File: src/rtl/core/bilinear_sample_blend_core_assert.svh
// ----------------------------------------------------------------------------
// bilinear sample blend assertion macros
// shared concurrent assertion forms, clocked on clk, off while arst_n is low
// ----------------------------------------------------------------------------
`ifndef BILINEAR_SAMPLE_BLEND_CORE_ASSERT_SVH
`define BILINEAR_SAMPLE_BLEND_CORE_ASSERT_SVH

// same-cycle implication
`define BSB_ASSERT_NOW(label, ante, cons) \
	label: assert property (@(posedge clk) disable iff (!arst_n) (ante) |-> (cons)) \
		else $error("bsb assertion failed");

// next-cycle implication
`define BSB_ASSERT_NEXT(label, ante, cons) \
	label: assert property (@(posedge clk) disable iff (!arst_n) (ante) |=> (cons)) \
		else $error("bsb assertion failed");

`endif

File: src/rtl/core/bsb_pkg.sv
// ----------------------------------------------------------------------------
// bsb_pkg
// shared constants, types and width helpers of the bilinear sample blend core
// ----------------------------------------------------------------------------
package bsb_pkg;

	localparam int BSB_FRAC_BITS      = 8;
	localparam int BSB_MAX_IMAGES     = 16;
	localparam int BSB_COORD_INT_BITS = 16;
	localparam int BSB_QUEUE_DEPTH    = 2;

	typedef struct packed {
		logic full;
		logic empty;
	} bsb_q_stat_t;

	typedef enum logic [1:0] {
		BK_IDLE,
		BK_DIV,
		BK_ROUND,
		BK_OUT
	} bsb_bk_state_t;

	// accumulator width for the largest pixel sum
	function automatic int bsb_sum_w(int frac_bits, int max_images);
		longint unsigned top_val;
		top_val = (longint'(255) << (2 * frac_bits)) * longint'(max_images);
		return $clog2(top_val + 1);
	endfunction

	function automatic int bsb_cnt_w(int max_images);
		return $clog2(max_images + 1);
	endfunction

endpackage

File: src/rtl/core/bilinear_sample_blend_core.sv
// throughput: one item per cycle into the front while item_stall is low; the back
// divider takes the next sum only once the last result is handed off (8 quotient
// steps, one round, pop and hand-off); reset: asynchronous active low, clears sums, count, queue, blend_q and state
// ----------------------------------------------------------------------------
// bilinear_sample_blend_core
// per-pixel bilinear sampling and rgb average blend over source images
// ----------------------------------------------------------------------------
module bilinear_sample_blend_core import bsb_pkg::*; #(
	parameter int FRAC_BITS      = BSB_FRAC_BITS,
	parameter int MAX_IMAGES     = BSB_MAX_IMAGES,
	parameter int COORD_INT_BITS = BSB_COORD_INT_BITS
) (
	input  logic                                     clk,
	input  logic                                     arst_n,
	input  logic                                     cfg_we,
	input  logic                                     cfg_wdata,
	input  logic                                     item_valid,
	output logic                                     item_stall,
	input  logic                                     ground_valid,
	input  logic                                     projected_ok,
	input  logic signed [COORD_INT_BITS+FRAC_BITS:0] sample_pos,
	input  logic signed [COORD_INT_BITS+FRAC_BITS:0] line_pos,
	input  logic [15:0]                              image_cols,
	input  logic [15:0]                              image_rows,
	input  logic [23:0]                              pixel_top_left,
	input  logic [23:0]                              pixel_top_right,
	input  logic [23:0]                              pixel_bottom_left,
	input  logic [23:0]                              pixel_bottom_right,
	input  logic                                     last_image,
	output logic                                     result_valid,
	input  logic                                     result_stall,
	output logic [7:0]                               blue,
	output logic [7:0]                               green,
	output logic [7:0]                               red,
	output logic                                     pixel_valid,
	output logic [4:0]                               contributor_count
);

	localparam int CNT_W = bsb_cnt_w(MAX_IMAGES);
	localparam int SUM_W = bsb_sum_w(FRAC_BITS, MAX_IMAGES);
	localparam int E_W   = CNT_W + 3 * SUM_W;

	bsb_q_stat_t    q_stat;
	logic           push, pop;
	logic [E_W-1:0] push_data, pop_data;

	bsb_front #(
		.FRAC_BITS      (FRAC_BITS),
		.MAX_IMAGES     (MAX_IMAGES),
		.COORD_INT_BITS (COORD_INT_BITS)
	) u_front (
		.clk                (clk),
		.arst_n             (arst_n),
		.cfg_we             (cfg_we),
		.cfg_wdata          (cfg_wdata),
		.item_valid         (item_valid),
		.item_stall         (item_stall),
		.ground_valid       (ground_valid),
		.projected_ok       (projected_ok),
		.sample_pos         (sample_pos),
		.line_pos           (line_pos),
		.image_cols         (image_cols),
		.image_rows         (image_rows),
		.pixel_top_left     (pixel_top_left),
		.pixel_top_right    (pixel_top_right),
		.pixel_bottom_left  (pixel_bottom_left),
		.pixel_bottom_right (pixel_bottom_right),
		.last_image         (last_image),
		.q_stat             (q_stat),
		.push               (push),
		.push_data          (push_data)
	);

	bsb_fifo #(
		.WIDTH (E_W),
		.DEPTH (BSB_QUEUE_DEPTH)
	) u_fifo (
		.clk       (clk),
		.arst_n    (arst_n),
		.push      (push),
		.push_data (push_data),
		.pop       (pop),
		.pop_data  (pop_data),
		.stat      (q_stat)
	);

	bsb_back #(
		.FRAC_BITS  (FRAC_BITS),
		.MAX_IMAGES (MAX_IMAGES)
	) u_back (
		.clk               (clk),
		.arst_n            (arst_n),
		.q_stat            (q_stat),
		.pop_data          (pop_data),
		.pop               (pop),
		.result_valid      (result_valid),
		.result_stall      (result_stall),
		.blue              (blue),
		.green             (green),
		.red               (red),
		.pixel_valid       (pixel_valid),
		.contributor_count (contributor_count)
	);

endmodule

File: src/rtl/core/bsb_fifo.sv
// ----------------------------------------------------------------------------
// bsb_fifo
// short queue of finished pixel sums between front and back
// ----------------------------------------------------------------------------
`include "bilinear_sample_blend_core_assert.svh"

module bsb_fifo import bsb_pkg::*; #(
	parameter int WIDTH = 8,
	parameter int DEPTH = BSB_QUEUE_DEPTH
) (
	input  logic             clk,
	input  logic             arst_n,
	input  logic             push,
	input  logic [WIDTH-1:0] push_data,
	input  logic             pop,
	output logic [WIDTH-1:0] pop_data,
	output bsb_q_stat_t      stat
);

	localparam int PTR_W = (DEPTH > 1) ? $clog2(DEPTH) : 1;
	localparam int CNT_W = $clog2(DEPTH + 1);

	logic [WIDTH-1:0] mem_q [DEPTH];
	logic [PTR_W-1:0] wr_ptr_q;
	logic [PTR_W-1:0] rd_ptr_q;
	logic [CNT_W-1:0] count_q;

	function automatic logic [PTR_W-1:0] ptr_inc(logic [PTR_W-1:0] p);
		return (p == PTR_W'(DEPTH - 1)) ? '0 : PTR_W'(p + 1'b1);
	endfunction

	assign pop_data   = mem_q[rd_ptr_q];
	assign stat.full  = (count_q == CNT_W'(DEPTH));
	assign stat.empty = (count_q == '0);

	always_ff @(posedge clk or negedge arst_n) begin
		if (!arst_n) begin
			wr_ptr_q <= '0;
			rd_ptr_q <= '0;
			count_q  <= '0;
		end else begin
			if (push) begin
				wr_ptr_q <= ptr_inc(wr_ptr_q);
			end
			if (pop) begin
				rd_ptr_q <= ptr_inc(rd_ptr_q);
			end
			if (push && !pop) begin
				count_q <= CNT_W'(count_q + 1'b1);
			end else if (pop && !push) begin
				count_q <= CNT_W'(count_q - 1'b1);
			end
		end
	end

	always_ff @(posedge clk) begin
		if (push) begin
			mem_q[wr_ptr_q] <= push_data;
		end
	end

	`BSB_ASSERT_NOW(a_no_overflow, push, !stat.full)
	`BSB_ASSERT_NOW(a_no_underflow, pop, !stat.empty)
	`BSB_ASSERT_NEXT(a_fill_up, push && !pop, count_q == CNT_W'($past(count_q) + 1'b1))
	`BSB_ASSERT_NEXT(a_fill_down, pop && !push, count_q == CNT_W'($past(count_q) - 1'b1))

endmodule

File: src/rtl/core/bsb_front.sv
// ----------------------------------------------------------------------------
// bsb_front
// classifies samples, interpolates them in two passes and accumulates sums
// ----------------------------------------------------------------------------
module bsb_front import bsb_pkg::*; #(
	parameter int FRAC_BITS      = BSB_FRAC_BITS,
	parameter int MAX_IMAGES     = BSB_MAX_IMAGES,
	parameter int COORD_INT_BITS = BSB_COORD_INT_BITS,
	localparam int POS_W = COORD_INT_BITS + FRAC_BITS + 1,
	localparam int CNT_W = bsb_cnt_w(MAX_IMAGES),
	localparam int SUM_W = bsb_sum_w(FRAC_BITS, MAX_IMAGES),
	localparam int E_W   = CNT_W + 3 * SUM_W
) (
	input  logic                    clk,
	input  logic                    arst_n,
	input  logic                    cfg_we,
	input  logic                    cfg_wdata,
	input  logic                    item_valid,
	output logic                    item_stall,
	input  logic                    ground_valid,
	input  logic                    projected_ok,
	input  logic signed [POS_W-1:0] sample_pos,
	input  logic signed [POS_W-1:0] line_pos,
	input  logic [15:0]             image_cols,
	input  logic [15:0]             image_rows,
	input  logic [23:0]             pixel_top_left,
	input  logic [23:0]             pixel_top_right,
	input  logic [23:0]             pixel_bottom_left,
	input  logic [23:0]             pixel_bottom_right,
	input  logic                    last_image,
	input  bsb_q_stat_t             q_stat,
	output logic                    push,
	output logic [E_W-1:0]          push_data
);

	localparam int H_W   = FRAC_BITS + 8;
	localparam int V_W   = 2 * FRAC_BITS + 8;
	localparam int CMP_W = (POS_W - 1 > 16 + FRAC_BITS) ? POS_W - 1 : 16 + FRAC_BITS;
	localparam logic [FRAC_BITS:0] FRAC_ONE = {1'b1, {FRAC_BITS{1'b0}}};

	logic                       blend_q;
	logic [CNT_W-1:0]           cnt_q;
	logic                       first_q;
	logic [2:0][SUM_W-1:0]      sums_q;

	logic                       v_s1, v_s2, v_s3;
	logic                       acc_s1, acc_s2, acc_s3;
	logic                       last_s1, last_s2, last_s3;
	logic [CNT_W-1:0]           cnt_s1, cnt_s2, cnt_s3;
	logic [FRAC_BITS-1:0]       dx_s1, dy_s1, dy_s2;
	logic [3:0][23:0]           px_s1;
	logic [2:0][H_W-1:0]        top_s2, bot_s2;
	logic [2:0][V_W-1:0]        vert_s3;

	logic                       adv, take, cand;
	logic [CNT_W-1:0]           cnt_nx;
	logic [FRAC_BITS:0]         wx0, wy0;
	logic [2:0][H_W:0]          hp0, hp1, hp2, hp3;
	logic [2:0][H_W:0]          hsum_t, hsum_b;
	logic [2:0][H_W-1:0]        top_nx, bot_nx;
	logic [2:0][V_W:0]          vp0, vp1, vsum;
	logic [2:0][V_W-1:0]        vert_nx;
	logic [2:0][SUM_W-1:0]      sum_nx;

	function automatic logic in_area(logic [POS_W-1:0] pos, logic [15:0] size);
		logic [CMP_W-1:0] mag;
		logic [CMP_W-1:0] lim;
		mag = CMP_W'(pos[POS_W-2:0]);
		lim = CMP_W'({size - 16'd1, {FRAC_BITS{1'b0}}});
		return !pos[POS_W-1] && (size != 16'd0) && (mag < lim);
	endfunction

	// the pipe halts only when a finished pixel cannot enter the queue
	assign adv        = !(v_s3 && last_s3 && q_stat.full);
	assign item_stall = !adv;
	assign take       = item_valid && adv;

	always_comb begin
		cand = ground_valid && projected_ok
			&& in_area(sample_pos, image_cols) && in_area(line_pos, image_rows)
			&& !(first_q && !blend_q)
			&& (cnt_q < CNT_W'(MAX_IMAGES));
		cnt_nx = cand ? CNT_W'(cnt_q + 1'b1) : cnt_q;
	end

	// horizontal then vertical pass, exact in units of 1/S^2
	always_comb begin
		wx0 = FRAC_ONE - {1'b0, dx_s1};
		wy0 = FRAC_ONE - {1'b0, dy_s2};
		for (int c = 0; c < 3; c++) begin
			hp0[c]     = (H_W+1)'(wx0) * (H_W+1)'(px_s1[0][8*c +: 8]);
			hp1[c]     = (H_W+1)'(dx_s1) * (H_W+1)'(px_s1[1][8*c +: 8]);
			hp2[c]     = (H_W+1)'(wx0) * (H_W+1)'(px_s1[2][8*c +: 8]);
			hp3[c]     = (H_W+1)'(dx_s1) * (H_W+1)'(px_s1[3][8*c +: 8]);
			hsum_t[c]  = hp0[c] + hp1[c];
			hsum_b[c]  = hp2[c] + hp3[c];
			top_nx[c]  = hsum_t[c][H_W-1:0];
			bot_nx[c]  = hsum_b[c][H_W-1:0];
			vp0[c]     = (V_W+1)'(wy0) * (V_W+1)'(top_s2[c]);
			vp1[c]     = (V_W+1)'(dy_s2) * (V_W+1)'(bot_s2[c]);
			vsum[c]    = vp0[c] + vp1[c];
			vert_nx[c] = vsum[c][V_W-1:0];
			sum_nx[c]  = sums_q[c] + (acc_s3 ? SUM_W'(vert_s3[c]) : '0);
		end
	end

	assign push      = adv && v_s3 && last_s3;
	assign push_data = {cnt_s3, sum_nx};

	always_ff @(posedge clk or negedge arst_n) begin
		if (!arst_n) begin
			blend_q <= 1'b0;
			cnt_q   <= '0;
			first_q <= 1'b0;
			sums_q  <= '0;
			v_s1    <= 1'b0;
			v_s2    <= 1'b0;
			v_s3    <= 1'b0;
		end else begin
			if (cfg_we) begin
				blend_q <= cfg_wdata;
			end
			if (adv) begin
				v_s1 <= item_valid;
				v_s2 <= v_s1;
				v_s3 <= v_s2;
			end
			if (take) begin
				if (last_image) begin
					cnt_q   <= '0;
					first_q <= 1'b0;
				end else begin
					cnt_q   <= cnt_nx;
					first_q <= first_q || cand;
				end
			end
			if (adv && v_s3) begin
				if (last_s3) begin
					sums_q <= '0;
				end else begin
					sums_q <= sum_nx;
				end
			end
		end
	end

	always_ff @(posedge clk) begin
		if (take) begin
			acc_s1   <= cand;
			last_s1  <= last_image;
			cnt_s1   <= cnt_nx;
			dx_s1    <= sample_pos[FRAC_BITS-1:0];
			dy_s1    <= line_pos[FRAC_BITS-1:0];
			px_s1[0] <= pixel_top_left;
			px_s1[1] <= pixel_top_right;
			px_s1[2] <= pixel_bottom_left;
			px_s1[3] <= pixel_bottom_right;
		end
		if (adv) begin
			acc_s2  <= acc_s1;
			last_s2 <= last_s1;
			cnt_s2  <= cnt_s1;
			dy_s2   <= dy_s1;
			top_s2  <= top_nx;
			bot_s2  <= bot_nx;
			acc_s3  <= acc_s2;
			last_s3 <= last_s2;
			cnt_s3  <= cnt_s2;
			vert_s3 <= vert_nx;
		end
	end

endmodule

File: src/rtl/core/bsb_back.sv
// ----------------------------------------------------------------------------
// bsb_back
// divides the pixel sums by the scaled count, rounds half to even, holds result
// ----------------------------------------------------------------------------
module bsb_back import bsb_pkg::*; #(
	parameter int FRAC_BITS  = BSB_FRAC_BITS,
	parameter int MAX_IMAGES = BSB_MAX_IMAGES,
	localparam int CNT_W = bsb_cnt_w(MAX_IMAGES),
	localparam int SUM_W = bsb_sum_w(FRAC_BITS, MAX_IMAGES),
	localparam int E_W   = CNT_W + 3 * SUM_W
) (
	input  logic           clk,
	input  logic           arst_n,
	input  bsb_q_stat_t    q_stat,
	input  logic [E_W-1:0] pop_data,
	output logic           pop,
	output logic           result_valid,
	input  logic           result_stall,
	output logic [7:0]     blue,
	output logic [7:0]     green,
	output logic [7:0]     red,
	output logic           pixel_valid,
	output logic [4:0]     contributor_count
);

	localparam int D0_W = CNT_W + 2 * FRAC_BITS;
	localparam int D_W  = D0_W + 7;
	localparam int CW   = (SUM_W > D_W) ? SUM_W : D_W;
	localparam int RW   = (SUM_W + 1 > D0_W) ? SUM_W + 1 : D0_W;

	bsb_bk_state_t         state_q, state_nx;
	logic [2:0]            step_q;
	logic [CNT_W-1:0]      cnt_q;
	logic [2:0][SUM_W-1:0] rem_q;
	logic [2:0][7:0]       quo_q;
	logic [D_W-1:0]        dsh_q;
	logic [2:0][7:0]       res_q;
	logic                  pix_valid_q;
	logic [4:0]            count_q;

	logic                  load, div_en, rnd_en;
	logic [2:0]            ge;
	logic [2:0][SUM_W-1:0] rem_nx;
	logic [2:0][CW-1:0]    diff;
	logic [RW-1:0]         den_r;
	logic [2:0][RW-1:0]    rem2;
	logic [2:0]            up;
	logic [2:0][7:0]       rnd;

	always_comb begin
		state_nx = state_q;
		unique case (state_q)
			BK_IDLE: begin
				if (!q_stat.empty) begin
					state_nx = BK_DIV;
				end
			end
			BK_DIV: begin
				if (step_q == 3'd7) begin
					state_nx = BK_ROUND;
				end
			end
			BK_ROUND: begin
				state_nx = BK_OUT;
			end
			BK_OUT: begin
				if (!result_stall) begin
					state_nx = BK_IDLE;
				end
			end
		endcase
	end

	always_comb begin
		load         = (state_q == BK_IDLE) && !q_stat.empty;
		pop          = load;
		div_en       = (state_q == BK_DIV);
		rnd_en       = (state_q == BK_ROUND);
		result_valid = (state_q == BK_OUT);
	end

	// one quotient bit per cycle for each channel
	always_comb begin
		den_r = RW'({cnt_q, {(2 * FRAC_BITS){1'b0}}});
		for (int c = 0; c < 3; c++) begin
			ge[c]     = CW'(rem_q[c]) >= CW'(dsh_q);
			diff[c]   = CW'(rem_q[c]) - CW'(dsh_q);
			rem_nx[c] = ge[c] ? diff[c][SUM_W-1:0] : rem_q[c];
			rem2[c]   = RW'({rem_q[c], 1'b0});
			up[c]     = (rem2[c] > den_r) || ((rem2[c] == den_r) && quo_q[c][0]);
			rnd[c]    = (up[c] && (quo_q[c] != 8'd255)) ? quo_q[c] + 8'd1 : quo_q[c];
		end
	end

	always_ff @(posedge clk or negedge arst_n) begin
		if (!arst_n) begin
			state_q <= BK_IDLE;
			step_q  <= '0;
		end else begin
			state_q <= state_nx;
			if (load) begin
				step_q <= '0;
			end else if (div_en) begin
				step_q <= step_q + 3'd1;
			end
		end
	end

	always_ff @(posedge clk) begin
		if (load) begin
			cnt_q <= pop_data[E_W-1 -: CNT_W];
			rem_q <= pop_data[3*SUM_W-1:0];
			dsh_q <= {pop_data[E_W-1 -: CNT_W], {(2 * FRAC_BITS + 7){1'b0}}};
		end else if (div_en) begin
			rem_q <= rem_nx;
			dsh_q <= dsh_q >> 1;
			for (int c = 0; c < 3; c++) begin
				quo_q[c] <= {quo_q[c][6:0], ge[c]};
			end
		end
		if (rnd_en) begin
			res_q       <= (cnt_q == '0) ? '0 : rnd;
			pix_valid_q <= (cnt_q != '0);
			count_q     <= 5'(cnt_q);
		end
	end

	assign blue              = res_q[0];
	assign green             = res_q[1];
	assign red               = res_q[2];
	assign pixel_valid       = pix_valid_q;
	assign contributor_count = count_q;

endmodule
File: config.mk
export PLATFORM = sky130hd
export DESIGN_NAME = bilinear_sample_blend_core
export DESIGN_NICKNAME = d
export VERILOG_FILES = /design/src/rtl/core/bsb_pkg.sv /design/src/rtl/core/bilinear_sample_blend_core.sv /design/src/rtl/core/bsb_fifo.sv /design/src/rtl/core/bsb_front.sv /design/src/rtl/core/bsb_back.sv
export VERILOG_INCLUDE_DIRS = /design/src /design/src/rtl/core
export SDC_FILE = /design/constraint.sdc
export NUM_CORES = 2
export LEC_CHECK = 0
export ABC_AREA = 1
export BUFFER_PORTS_ARGS = -buffer_cell sky130_fd_sc_hd__buf_2
export CAP_MARGIN = 25
export CORE_ASPECT_RATIO = 0.8
export CORE_MARGIN = 2
export CORE_UTILIZATION = 30
export CTS_BUF_LIST = sky130_fd_sc_hd__clkbuf_4
export DETAILED_ROUTE_END_ITERATION = 10
export HOLD_SLACK_MARGIN = 0.03
export PLACE_DENSITY_LB_ADDON = 0.15
export RECOVER_POWER = 25
export SYNTH_ARGS = -nofsm -noshare
export SYNTH_HDL_FRONTEND = slang
export SYNTH_HIERARCHICAL = 1
export SYNTH_SLANG_ARGS = --single-unit
File: constraint.sdc
create_clock -name clk -period 10.9 [get_ports clk]
set_input_delay 2.18 -clock clk [delete_from_list [all_inputs] [get_ports clk]]
set_output_delay 2.18 -clock clk [all_outputs]
set_load 0.1 [all_outputs]
==> flow_summary.toml <==
[status]
status = "finished, violations left"
violations = "capacitance limit, slew limit"

[synth]
ys.flop_type = "edfxtp_1"
syn_inst = 11327
synth.area.top_cells = "fa_1, edfxtp_1, inv_1"
netlist.area_leader.share_pct = 27.0
synth_warnings = 6
syn-num-nets = 13612
ys_async_sr_fraction_pct = 13.5
synthDistinctLibCells = 62
yosysTopAreaCell = "fa_1"
synth_seq_area_share_pct = 23.4
synth_seq_cells = 761
syn-cell-area_um2 = 94600
synth.avg_cell_area_um2 = 8.35
synth_edf_count = 635

[clock_tree]
cts_tree = "done"
clock_latency_ns = 1.24
cts_root_buf = "clkbuf_4"
cts_buffers = 218
h-tree-depth = 4
cts_buffer_depth = 4
hold_buffers = 0
post_cts_resized = 0
cts_sinks = 761
clk_pin_slew_ns = 0.07
postCtsSetupRepairBufs = 0

[die]
ioPinCount = 219
die_h_um = 506
core-area_um2 = 314000
start_util_pct = 30.1
dieArea_um2 = 320000
die_x_um = 632
rows = 184

[detailed_routing]
drc = 0
antenna_left = 0
via_per_inst = 4.46
drtPass1Iterations = 5
drt-total-wl_um = 277000
wl_per_cell_um = 17.4
first_iter_violations = 4509
dr_total_vias = 70759

[worst_setup_path]
crit_path_max_fanout = 34
reg2reg_slack_ns = 1.87
required_ns = 11.75
arrival_ns = 9.88
worstSetupPathType = "reg2reg"
cp-start-kind = "flip-flop"
critPathCaptureType = "flip-flop"

[sta]
skew_ns = 0.211
period_minus_slack_ns = 9.03
slew_violations = 493
tns_ns = 0
hold_violations = 0
rsz0062_at_grt = "false"
period_share_pct = 82.8
setup_violations = 0
fmax_mhz = 111
relSlewSlack_pct = -150
tightest_slew_ns = 3.75

[flow_run]
drv_cap = 10

[cells_and_area]
area_delta_synth_final_pct = 8.52
nets = 13769
drive_above_1_share_pct = 6.72
fillers = 33427

[global_routing]
grt-ovfl-total = 0
grt_first_pass_wirelength_um = 437000
grt_max_degree = 107
grtUsageTotal_pct = 17.4
grt_pass1_vias = 74233
antenna_found_initial = 4

[placed_design]
dp_hpwl_um = 220000
portBuffers = 218
place_congestion = 0.879

[worst_hold_path]
worstHoldPathType = "reg2reg"
==> routing by layer <==
| metal | up-vias | GRT usage (%) | routed length (µm) |
|---|---|---|---|
| met3 | 287 | 2.60 | 14400 |
| li1 | 34171 | - | - |
| met5 | - | 0 | 0 |
| met4 | 0 | 3.03 | 4230 |
| met1 | 34603 | 26.0 | 139000 |
| met2 | 1698 | 26.9 | 119000 |
==> per-stage QoR <==
step	util, %	setup WS [ns]	instance area [µm²]	hold WS (ns)	std cells
final	32.7	1.87	103000	0.343	15850
after global routing	32.7	1.16	103000	0.347	15848
after CTS	32.7	2.67	103000	0.354	15843
after detailed placement	31.8	2.80	100000	0.405	15449
after global placement	31.8	2.92	99900	0.403	15447
after floorplan	-	1.60	94600	0.400	11327
==> cell usage in the layout, fill, tap and decap left out, types with 58 or more instances in the layout <==
master    count
nand4_1      68
buf_4        58
fa_1       1275
nand3_1     275
edfxtp_1    635
a21oi_1     332
buf_2       200
ha_1        822
clkbuf_4    321
o21ai_0     177
nand2_1    2807
xnor2_1     128
dfrtp_1     103
nor2_1      656
xor2_1      190
mux2_2       86
inv_1      3027
==> cell families after synthesis <==
| family | after synthesis | share of synthesized area, % |
|---|---|---|
| DFF | 761 | 23.4 |
| xor gates and xnor gates | 318 | 2.94 |
| buffers and inverters | 3391 | 13.7 |
| adders and majority gates | 2098 | 37.9 |
| AOI/OAI and AO/OA | 680 | 4.08 |
| muxes | 90 | 1.07 |
| and+or+nand+nor | 3989 | 16.9 |
==> sequential cells by signal, summed over array words and instances, names as in the netlist, 2 cells and up <==
register / count
u_front/top_s2: 48
u_back/rem2: 84
u_back/step_q: 3
u_front/dx_s1: 8
u_front/dy_s2: 8
u_back/blue: 8
u_back/red: 8
u_back/cnt_q: 5
u_front/sums_q: 84
u_fifo/count_q: 2
u_front/dy_s1: 8
u_back/state_q: 2
u_front/cnt_q: 5
u_front/vert_s3: 72
u_front/bot_s2: 48
u_front/cnt_s2: 5
u_back/green: 8
u_back/contributor_count: 5
u_front/px_s1: 96
u_fifo/mem_q: 178
u_front/cnt_s3: 5
u_back/dsh_q: 28
u_back/quo_q: 24
u_front/cnt_s1: 5
==> path summary, 6_finish.rpt <==
check                                  from                   to  cells past startpoint
setup / recovery           u_front/dy_s2[0]  u_front/vert_s3[69]                     27
hold / removal              u_front/last_s2      u_front/last_s3                      0
setup reg to reg           u_front/dy_s2[0]  u_front/vert_s3[69]                     27
hold reg to reg             u_front/last_s2      u_front/last_s3                      0
max in group asynchronous            arst_n   u_front/sums_q[56]                      2
min in group asynchronous            arst_n     u_front/cnt_q[0]                      1
==> worst max-delay path: stages, from the launching register on <==
cell and delay (ns):
edfxtp_1 0.35, clkbuf_1 1.46, nor3_1 0.12, inv_1 0.15, nor2_1 0.06, inv_1 0.15
o21ai_0 0.10, nand2_1 0.43, buf_4 0.53, inv_1 0.43, nand2_1 0.22, fa_1 0.45
fa_1 0.42, fa_1 0.55, inv_1 0.05, fa_1 0.50, fa_1 0.50, inv_1 0.05
fa_1 0.48, inv_1 0.04, ha_1 0.34, a21oi_1 0.24, o21ai_0 0.11, a21oi_1 0.18
o21ai_0 0.16, a21oi_1 0.24, o21ai_0 0.14, xor2_1 0.15
==> area by class of cell <==
class | count | area (µm²) | area share [%]
diodes | 7 | 17.5 | 0.0171
clock buffers | 321 | 2410 | 2.35
clock inverters | 73 | 350 | 0.341
inverters | 3041 | 11400 | 11.1
multi-input cells | 7175 | 59600 | 58.0
flip-flops and latches | 761 | 22100 | 21.5
well taps | 4185 | 5240 | 5.10
repair buffers | 287 | 1600 | 1.55
==> Yosys cell counts (all sizes together) (2+ instances only) <==
library cell and n:
dfxtp 23, clkbuf 297, o21ai 186, o2111ai 3
a21boi 13, fa 1275, a21o 27, a211oi 5
xnor2 128, and3 3, o221ai 7, xor2 190
dfrtp 103, nand2 2831, nor3 44, o21a 6
clkinv 3, a221oi 3, or3 2, nand3 284
nand4 70, nor2 674, nand3b 26, and2 22
buf 53, a22o 39, o31ai 5, inv 3038
a31oi 11, nor4 10, o211ai 7, o22ai 7
or2 23, ha 823, o21bai 25, mux2 90
edfxtp 635, a21oi 333
Power is left out: the tool's default activity adds up to more than one toggle a clock period on the data nets, which glitch-free logic cannot reach.
